==> config.mk <==
export PLATFORM = sky130hd
export DESIGN_NAME = multichannel_fading_audio_mixer_core
export DESIGN_NICKNAME = d
export VERILOG_FILES = /design/src/rtl/mfam_pkg.sv /design/src/rtl/mfam_cell.sv /design/src/rtl/mfam_master.sv /design/src/rtl/multichannel_fading_audio_mixer_core.sv
export SDC_FILE = /design/constraint.sdc
export NUM_CORES = 2
export LEC_CHECK = 0
export CAP_MARGIN = 20
export CORE_MARGIN = 8
export CORE_UTILIZATION = 60
export DETAILED_ROUTE_END_ITERATION = 12
export DONT_BUFFER_PORTS = 1
export GPL_ROUTABILITY_DRIVEN = 0
export PLACE_DENSITY = 0.79
export SLEW_MARGIN = 20
export SYNTH_ARGS = -nofsm -noshare
export SYNTH_HDL_FRONTEND = slang
export SYNTH_SLANG_ARGS = --single-unit
==> constraint.sdc <==
create_clock -name clock -period 20.1 [get_ports clock]
set_input_delay 1.005 -clock clock [delete_from_list [all_inputs] [get_ports clock]]
set_output_delay 1.005 -clock clock [all_outputs]
set_load 0.02 [all_outputs]
==> src/rtl/mfam_pkg.sv <==
// ----------------------------------------------------------------------------
// mfam_pkg: shared types and constants of the fading audio mixer
// Field widths, channel/fade constants, register indexes, the fade phase code
// and the frame record that travels down the row of channel cells.
// ----------------------------------------------------------------------------
package mfam_pkg;

   localparam int CHANNEL_COUNT   = 4;
   localparam int FADE_LENGTH     = 256;   // power of two, 2 .. 4096
   localparam int POS_WIDTH       = (FADE_LENGTH > 2) ? $clog2(FADE_LENGTH) : 1;

   localparam int SAMPLE_WIDTH    = 16;
   localparam int MASK_WIDTH      = 4;
   localparam int GAIN_WIDTH      = 8;
   localparam int MASTER_WIDTH    = 16;
   localparam int CSR_INDEX_WIDTH = 3;
   localparam int CSR_DATA_WIDTH  = 16;
   localparam int GAIN_REG_COUNT  = 4;

   // sample * 255 gain, summed over all channels, plus sign
   localparam int SUM_WIDTH  = SAMPLE_WIDTH + GAIN_WIDTH + $clog2(CHANNEL_COUNT + 1) + 1;
   localparam int PROD_WIDTH = SUM_WIDTH + MASTER_WIDTH + 1;

   localparam int SAMPLE_MAX   = 32767;
   localparam int SAMPLE_MIN   = -32768;
   localparam int MASTER_UNITY = 256;

   localparam logic [CSR_INDEX_WIDTH-1:0] REG_GAIN_A      = 3'd0;
   localparam logic [CSR_INDEX_WIDTH-1:0] REG_GAIN_B      = 3'd1;
   localparam logic [CSR_INDEX_WIDTH-1:0] REG_GAIN_C      = 3'd2;
   localparam logic [CSR_INDEX_WIDTH-1:0] REG_GAIN_D      = 3'd3;
   localparam logic [CSR_INDEX_WIDTH-1:0] REG_MASTER_GAIN = 3'd4;

   typedef enum logic [1:0] {
      PHASE_IN     = 2'd0,
      PHASE_STEADY = 2'd1,
      PHASE_OUT    = 2'd2
   } phase_type;

   // Each cell consumes the lowest sample and mask bits and shifts the rest
   // down; it shifts its playing bit in at the top.
   typedef struct packed {
      logic [CHANNEL_COUNT-1:0][SAMPLE_WIDTH-1:0] samples;
      logic [CHANNEL_COUNT-1:0]                   start_mask;
      logic [CHANNEL_COUNT-1:0]                   stop_mask;
      logic [CHANNEL_COUNT-1:0]                   playing;
      logic signed [SUM_WIDTH-1:0]                sum;
   } frame_type;

endpackage

==> src/rtl/mfam_cell.sv <==
// ----------------------------------------------------------------------------
// mfam_cell: one channel of the mixer row
// Holds the channel's fade state, weights its sample by the fade ramp, then
// applies the channel gain and adds it to the running sum while playing.
// ----------------------------------------------------------------------------
module mfam_cell (
   input  logic                           clock,
   input  logic                           reset,
   input  logic                           enable,
   input  logic                           in_valid,
   input  mfam_pkg::frame_type            in_frame,
   input  logic [mfam_pkg::GAIN_WIDTH-1:0] gain,
   output logic                           out_valid,
   output mfam_pkg::frame_type            out_frame
);
   import mfam_pkg::*;

   logic                    active_ff, active_in;
   phase_type               phase_ff, phase_in;
   logic [POS_WIDTH-1:0]    pos_ff, pos_in;

   logic                    act_eff;
   phase_type               ph_eff;
   logic [POS_WIDTH-1:0]    pos_eff;
   logic [POS_WIDTH:0]      pos_next;
   logic [POS_WIDTH:0]      weight;
   logic signed [SAMPLE_WIDTH+POS_WIDTH+1:0] product;
   logic signed [SAMPLE_WIDTH-1:0]           weighted;
   frame_type               a_frame_in;

   logic                           a_valid_ff;
   frame_type                      a_frame_ff;
   logic signed [SAMPLE_WIDTH-1:0] a_weighted_ff;

   logic [GAIN_WIDTH-1:0]                   gain_eff;
   logic signed [SAMPLE_WIDTH+GAIN_WIDTH:0] scaled;
   frame_type                               b_frame_in;
   logic                                    b_valid_ff;
   frame_type                               b_frame_ff;

   always_comb begin
      act_eff = active_ff;
      ph_eff  = phase_ff;
      pos_eff = pos_ff;
      // start applies before stop
      if (in_frame.start_mask[0] && !act_eff) begin
         act_eff = 1'b1;
         ph_eff  = PHASE_IN;
         pos_eff = '0;
      end
      if (in_frame.stop_mask[0] && act_eff && (ph_eff != PHASE_OUT)) begin
         ph_eff  = PHASE_OUT;
         pos_eff = '0;
      end

      case (ph_eff)
         PHASE_IN:  weight = {1'b0, pos_eff};
         PHASE_OUT: weight = (POS_WIDTH+1)'(FADE_LENGTH - 1) - {1'b0, pos_eff};
         default:   weight = (POS_WIDTH+1)'(FADE_LENGTH);
      endcase
      product  = $signed(in_frame.samples[0]) * $signed({1'b0, weight});
      weighted = SAMPLE_WIDTH'(product / FADE_LENGTH);

      pos_next  = {1'b0, pos_eff} + 1'b1;
      active_in = act_eff;
      phase_in  = ph_eff;
      pos_in    = pos_eff;
      if (act_eff && (ph_eff != PHASE_STEADY)) begin
         if (pos_next == (POS_WIDTH+1)'(FADE_LENGTH)) begin
            pos_in = '0;
            if (ph_eff == PHASE_IN) begin
               phase_in = PHASE_STEADY;
            end else begin
               active_in = 1'b0;
               phase_in  = PHASE_IN;
            end
         end else begin
            pos_in = pos_next[POS_WIDTH-1:0];
         end
      end

      a_frame_in            = in_frame;
      a_frame_in.samples    = in_frame.samples >> SAMPLE_WIDTH;
      a_frame_in.start_mask = in_frame.start_mask >> 1;
      a_frame_in.stop_mask  = in_frame.stop_mask >> 1;
      a_frame_in.playing    = (in_frame.playing >> 1)
                            | (CHANNEL_COUNT'(act_eff) << (CHANNEL_COUNT - 1));
   end

   always_ff @(posedge clock) begin
      if (reset) begin
         active_ff  <= 1'b0;
         phase_ff   <= PHASE_IN;
         pos_ff     <= '0;
         a_valid_ff <= 1'b0;
      end else if (enable) begin
         a_valid_ff <= in_valid;
         if (in_valid) begin
            active_ff <= active_in;
            phase_ff  <= phase_in;
            pos_ff    <= pos_in;
         end
      end
   end

   always_ff @(posedge clock) begin
      if (enable) begin
         a_frame_ff    <= a_frame_in;
         a_weighted_ff <= weighted;
      end
   end

   // gain of 0 or 1 means unity
   always_comb begin
      gain_eff   = (gain > GAIN_WIDTH'(1)) ? gain : GAIN_WIDTH'(1);
      scaled     = a_weighted_ff * $signed({1'b0, gain_eff});
      b_frame_in = a_frame_ff;
      if (a_frame_ff.playing[CHANNEL_COUNT-1]) begin
         b_frame_in.sum = a_frame_ff.sum + SUM_WIDTH'(scaled);
      end
   end

   always_ff @(posedge clock) begin
      if (reset) begin
         b_valid_ff <= 1'b0;
      end else if (enable) begin
         b_valid_ff <= a_valid_ff;
      end
   end

   always_ff @(posedge clock) begin
      if (enable) begin
         b_frame_ff <= b_frame_in;
      end
   end

   assign out_valid = b_valid_ff;
   assign out_frame = b_frame_ff;

endmodule

==> src/rtl/mfam_master.sv <==
// ----------------------------------------------------------------------------
// mfam_master: master gain and output saturation
// Scales the finished sum by the Q8.8 master gain when it is above unity,
// then clamps to 16 bits and holds the result in the output register.
// ----------------------------------------------------------------------------
module mfam_master (
   input  logic                               clock,
   input  logic                               reset,
   input  logic                               enable,
   input  logic                               in_valid,
   input  mfam_pkg::frame_type                in_frame,
   input  logic [mfam_pkg::MASTER_WIDTH-1:0]  master_gain,
   output logic                               out_valid,
   output logic [mfam_pkg::SAMPLE_WIDTH-1:0]  out_mixed,
   output logic                               out_clipped,
   output logic [mfam_pkg::MASK_WIDTH-1:0]    out_playing
);
   import mfam_pkg::*;

   logic                          m_valid_ff;
   logic                          m_use_ff;
   logic signed [SUM_WIDTH-1:0]   m_sum_ff;
   logic signed [PROD_WIDTH-1:0]  m_prod_ff;
   logic [CHANNEL_COUNT-1:0]      m_playing_ff;

   logic signed [PROD_WIDTH-1:0]  scaled;
   logic [SAMPLE_WIDTH-1:0]       mixed_in;
   logic                          clipped_in;

   logic                          valid_ff;
   logic [SAMPLE_WIDTH-1:0]       mixed_ff;
   logic                          clipped_ff;
   logic [MASK_WIDTH-1:0]         playing_ff;

   always_ff @(posedge clock) begin
      if (reset) begin
         m_valid_ff <= 1'b0;
         valid_ff   <= 1'b0;
      end else if (enable) begin
         m_valid_ff <= in_valid;
         valid_ff   <= m_valid_ff;
      end
   end

   always_ff @(posedge clock) begin
      if (enable) begin
         m_use_ff     <= master_gain > MASTER_WIDTH'(MASTER_UNITY);
         m_sum_ff     <= in_frame.sum;
         m_prod_ff    <= in_frame.sum * $signed({1'b0, master_gain});
         m_playing_ff <= in_frame.playing;
         mixed_ff     <= mixed_in;
         clipped_ff   <= clipped_in;
         playing_ff   <= MASK_WIDTH'(m_playing_ff);
      end
   end

   // truncate toward zero, then clamp
   always_comb begin
      scaled = m_use_ff ? (m_prod_ff / MASTER_UNITY) : PROD_WIDTH'(m_sum_ff);
      if (scaled > SAMPLE_MAX) begin
         mixed_in   = SAMPLE_WIDTH'(SAMPLE_MAX);
         clipped_in = 1'b1;
      end else if (scaled < SAMPLE_MIN) begin
         mixed_in   = SAMPLE_WIDTH'(SAMPLE_MIN);
         clipped_in = 1'b1;
      end else begin
         mixed_in   = scaled[SAMPLE_WIDTH-1:0];
         clipped_in = 1'b0;
      end
   end

   assign out_valid   = valid_ff;
   assign out_mixed   = mixed_ff;
   assign out_clipped = clipped_ff;
   assign out_playing = playing_ff;

endmodule

==> src/rtl/multichannel_fading_audio_mixer_core.sv <==
// ----------------------------------------------------------------------------
// multichannel_fading_audio_mixer_core: four-channel mixer with linear fades
// Channel cells in a row build the mix one channel per cell; the master stage
// applies the master gain and saturates.
//
//   channel   direction   handshake              payload
//   req_      in          req_valid/req_ready    samples a..d, start, stop masks
//   rsp_      out         rsp_valid/rsp_ready    mixed sample, clipped, playing
//   csr_      in          csr_valid/csr_ready    register index, write data
//
// One frame is accepted per cycle while req_ready is high. A frame passes
// 2*CHANNEL_COUNT+2 registers (10 here), the first loaded at the accepting
// edge: two stages per channel cell, two in the master stage. A cell updates
// its fade state as the frame passes it. The whole row advances together;
// req_ready drops while a result waits on rsp_ready. csr_ready is always
// high. Reset idles every channel and loads unity gains.
// ----------------------------------------------------------------------------
module multichannel_fading_audio_mixer_core (
   input  logic                                  clock,
   input  logic                                  reset,
   input  logic                                  req_valid,
   output logic                                  req_ready,
   input  logic [mfam_pkg::SAMPLE_WIDTH-1:0]     req_sample_a,
   input  logic [mfam_pkg::SAMPLE_WIDTH-1:0]     req_sample_b,
   input  logic [mfam_pkg::SAMPLE_WIDTH-1:0]     req_sample_c,
   input  logic [mfam_pkg::SAMPLE_WIDTH-1:0]     req_sample_d,
   input  logic [mfam_pkg::MASK_WIDTH-1:0]       req_start_mask,
   input  logic [mfam_pkg::MASK_WIDTH-1:0]       req_stop_mask,
   output logic                                  rsp_valid,
   input  logic                                  rsp_ready,
   output logic [mfam_pkg::SAMPLE_WIDTH-1:0]     rsp_mixed_sample,
   output logic                                  rsp_clipped,
   output logic [mfam_pkg::MASK_WIDTH-1:0]       rsp_playing_mask,
   input  logic                                  csr_valid,
   output logic                                  csr_ready,
   input  logic [mfam_pkg::CSR_INDEX_WIDTH-1:0]  csr_index,
   input  logic [mfam_pkg::CSR_DATA_WIDTH-1:0]   csr_data
);
   import mfam_pkg::*;

   logic [GAIN_WIDTH-1:0]   gain_ff [GAIN_REG_COUNT];
   logic [MASTER_WIDTH-1:0] master_gain_ff;

   logic                    advance;
   logic [SAMPLE_WIDTH-1:0] raw_samples [GAIN_REG_COUNT];
   frame_type               chain_frame [CHANNEL_COUNT+1];
   logic                    chain_valid [CHANNEL_COUNT+1];

   assign csr_ready = 1'b1;

   always_ff @(posedge clock) begin
      if (reset) begin
         for (int i = 0; i < GAIN_REG_COUNT; i++) begin
            gain_ff[i] <= GAIN_WIDTH'(1);
         end
         master_gain_ff <= MASTER_WIDTH'(MASTER_UNITY);
      end else if (csr_valid) begin
         case (csr_index)
            REG_GAIN_A:      gain_ff[0]     <= csr_data[GAIN_WIDTH-1:0];
            REG_GAIN_B:      gain_ff[1]     <= csr_data[GAIN_WIDTH-1:0];
            REG_GAIN_C:      gain_ff[2]     <= csr_data[GAIN_WIDTH-1:0];
            REG_GAIN_D:      gain_ff[3]     <= csr_data[GAIN_WIDTH-1:0];
            REG_MASTER_GAIN: master_gain_ff <= csr_data[MASTER_WIDTH-1:0];
            default: begin
               // drop writes beyond the register list
            end
         endcase
      end
   end

   // hold the whole row while the output register is full and not taken
   assign advance   = !rsp_valid || rsp_ready;
   assign req_ready = advance;

   assign raw_samples[0] = req_sample_a;
   assign raw_samples[1] = req_sample_b;
   assign raw_samples[2] = req_sample_c;
   assign raw_samples[3] = req_sample_d;

   always_comb begin
      for (int c = 0; c < CHANNEL_COUNT; c++) begin
         chain_frame[0].samples[c] = raw_samples[c];
      end
      chain_frame[0].start_mask = req_start_mask[CHANNEL_COUNT-1:0];
      chain_frame[0].stop_mask  = req_stop_mask[CHANNEL_COUNT-1:0];
      chain_frame[0].playing    = '0;
      chain_frame[0].sum        = '0;
   end
   assign chain_valid[0] = req_valid;

   for (genvar c = 0; c < CHANNEL_COUNT; c++) begin : g_cell
      mfam_cell u_cell (
         .clock     (clock),
         .reset     (reset),
         .enable    (advance),
         .in_valid  (chain_valid[c]),
         .in_frame  (chain_frame[c]),
         .gain      (gain_ff[c]),
         .out_valid (chain_valid[c+1]),
         .out_frame (chain_frame[c+1])
      );
   end

   mfam_master u_master (
      .clock       (clock),
      .reset       (reset),
      .enable      (advance),
      .in_valid    (chain_valid[CHANNEL_COUNT]),
      .in_frame    (chain_frame[CHANNEL_COUNT]),
      .master_gain (master_gain_ff),
      .out_valid   (rsp_valid),
      .out_mixed   (rsp_mixed_sample),
      .out_clipped (rsp_clipped),
      .out_playing (rsp_playing_mask)
   );

endmodule

==> impl_metrics.py <==
metrics = {
    "yosys": {
        "synth_seq_area_share_pct": 23.6,
        "ys_warn_count": 0,
        "synth_top_area_share_pct": 33.3,
        "synth_compound_area_share_pct": 6.85,
        "synthTopCellsByArea": "fa_1 33%, edfxtp_1 22%, ha_1 8.6%, inv_1 7.6%, and2_1 6.2%",
        "synth-simple-area-share_pct": 14.5,
        "syn_inst": 8412,
        "synth_top_cell_by_area": "fa_1",
        "synth_adder_area_share_pct": 41.9,
        "async_reset_ff_share_pct": 0,
        "synthMuxAreaShare_pct": 0.964,
        "synth_area_per_cell_um2": 10.0,
        "ys_ff_latch": 687,
        "synth_xor_area_share_pct": 3.29,
        "ys.flop_type": "edfxtp_1",
        "synthTopCellsByCount": "1704 x inv_1, 1404 x fa_1, 996 x nand2_1",
        "synth_edf_count": 617,
        "synth_top_family_by_area": "adder cells",
        "synth.most_common_cell": "inv_1",
        "syn_area_mm2": 0.0845,
        "synth_nets": 10492,
        "synth.distinct_cells": 91,
    },
    "timing": {
        "fin_crit_ns": 9.04,
        "rsz0062_at_grt": "no",
        "slew_headroom_pct": 21.7,
        "maxSlewViolCount": 0,
        "report.final.setup_viol": 0,
        "worstMarginPinSlew_ns": 1.17,
        "fmax_ghz": 0.111,
        "post-route-period-util_pct": 45.0,
        "hold_violations": 0,
        "skew_ns": 0.0235,
        "setup_tns_ns": 0,
    },
    "global_route": {
        "antenna_found_initial": 7,
        "grt_pass1_vias": 62263,
        "grt_pass1_wl_um": 305000,
        "grt_max_degree": 177,
        "grt_overflow": 0,
        "grt_usage_pct": 24.4,
    },
    "clock_network": {
        "postCtsSetupBuffers": 0,
        "root_buffer": "clkbuf_16",
        "cts_buffers": 80,
        "path_clk_slew_ns": 0.07,
        "cts.htree.levels": 3,
        "post_cts_resize_count": 0,
        "clk_latency_ns": 0.70,
        "hold_buffers": 0,
        "clock-sinks": 687,
        "cts.path.max_buffers": 3,
        "cts_tree": "yes",
    },
    "route": {
        "vias": 57684,
        "drc": 0,
        "wire_per_inst_um": 17.8,
        "wl_um": 182000,
        "drt_iter0_drc": 3984,
        "vias_per_cell": 5.65,
        "antenna_left": 0,
        "dr.pass1.iters": 6,
    },
    "run": {
        "drv_cap": 0,
    },
    "place": {
        "io_buffers": 0,
        "hpwl_um": 141000,
    },
    "cells_and_area": {
        "drive_gt1_share_pct": 3.41,
        "area_growth_pct": 5.22,
        "nets": 10340,
    },
    "die": {
        "io-pin-count": 120,
        "row_count": 137,
        "die_h_um": 391,
        "start_util_pct": 60.5,
        "die_w_um": 391,
        "die-area_mm2": 0.153,
        "design.core.area_mm2": 0.140,
    },
    "critical_path": {
        "reg2regPathDepth": 33,
        "crit_path_end_kind": "register",
        "crit_type": "register to register",
        "slowest_stage": "or4_1",
        "crit_path_max_incr_delay_ns": 0.60,
        "critPathArrivalTime_ns": 9.48,
        "cp.required_ns": 20.54,
        "path_max_fanout": 16,
        "worst_setup_path_start_kind": "register",
    },
    "min_path": {
        "holdCritPathClass": "primary input to register",
        "min_path_cells": 1,
    },
    "run_status": {
        "status": "complete, no violations",
    },
}
-- final timing paths --
| path | from | end | slack [ns] |
|---|---|---|---|
| setup reg to reg | g_cell[3].u_cell.phase_ff[1]$_SDFFE_PP0P_ | g_cell[3].u_cell.a_weighted_ff[15]$_DFFE_PN_ | 11.06 |
| hold reg to reg | g_cell[2].u_cell.a_frame_ff[29]$_DFFE_PN_ | g_cell[2].u_cell.out_frame[29]$_DFFE_PN_ | 0.41 |
| hold / removal | reset | master_gain_ff[15]$_SDFFE_PP0P_ | 0.38 |
| setup / recovery | g_cell[3].u_cell.phase_ff[1]$_SDFFE_PP0P_ | g_cell[3].u_cell.a_weighted_ff[15]$_DFFE_PN_ | 11.06 |
-- area by class of cell --
type	instances	area, um2
inverters	1704	6400
multi-input cells	5726	57000
clock inverters	52	588
fillers	10760	50800
clock buffers	94	2050
flip-flops and latches	687	19900
repair buffers	61	470
diodes	17	42.5
well taps	1876	2350
-- metrics by stage --
stage               cell area [um2]  hold slack (ns)  cells  setup WS, ns  utilization, %
finish                        88900            0.383  10217         11.06            63.6
global route                  88800            0.371  10203         10.41            63.6
CTS                           88800            0.335  10200         11.09            63.6
detailed placement            86200            0.405  10054         10.95            61.7
global placement              86200            0.403  10054         11.18            61.7
floorplan                     84500            0.400   8412          9.08               -
-- per-layer routing --
metal	track usage [%]	share of wire [%]
met2	42.7	50
met5	0	0
met3	3.15	6.3
met4	10.4	4.1
met1	30.4	39
-- worst max-delay path, delay by kind of cell, from the launching register on --
| family | cells | cell delay (ns) |
|---|---|---|
| xor gates and xnor gates | 2 | 0.43 |
| AOI/OAI and AO/OA | 8 | 1.98 |
| DFF | 1 | 0.44 |
| buffers and inverters | 6 | 0.51 |
| and+or+nand+nor | 10 | 2.39 |
| adders and majority gates | 7 | 3.05 |
-- cell usage in the layout (no fill, tap or decap), types with 27 or more instances in the layout --
cell type  synthesis  layout
inv_1           1704    1703
fa_1            1404    1404
nand2_1          996     996
and2_1           843     843
edfxtp_1         617     617
ha_1             580     580
a21oi_1          280     280
xnor2_1          197     197
nor2_1           196     196
o21ai_0          161     159
xor2_1           118     118
a21o_1           111     111
nand3_1          101     101
clkbuf_16          0      80
nor3_1            73      73
dfxtp_1           70      70
buf_4              1      60
mux2_2            59      59
o21bai_1          55      55
o21a_1            45      45
a221oi_1          42      42
nand4_1           38      38
nand2b_1          38      38
a31oi_1           35      34
and3_1            32      32
nor2b_1           28      27
-- flip-flops by register name, indices dropped and copies added (netlist names) --
register	cells
g_cell.u_cell.out_frame	225
g_cell.u_cell.a_frame_ff	197
g_cell.u_cell.a_weighted_ff	64
u_master.m_prod_ff	45
g_cell.u_cell.pos_ff	32
gain_ff	32
u_master.m_sum_ff	28
master_gain_ff	16
u_master.out_mixed	16
g_cell.u_cell.phase_ff	8
g_cell.u_cell.a_valid_ff	4
g_cell.u_cell.active_ff	4
g_cell.u_cell.out_valid	4
u_master.m_playing_ff	4
u_master.out_playing	4
u_master.m_use_ff	1
u_master.m_valid_ff	1
u_master.out_clipped	1
u_master.out_valid	1
-- kinds of logic after synthesis --
group,after synthesis
AND/OR/NAND/NOR,2453
buffers and inverters,1999
adder cells (fa/ha/maj),1984
AO/OA/AOI/OAI,898
flip-flops,687
XOR/XNOR,316
multiplexers,74
other,1
Power is not shown: default switching activity piles up to over one toggle a cycle in this logic, so the estimate is an artifact.
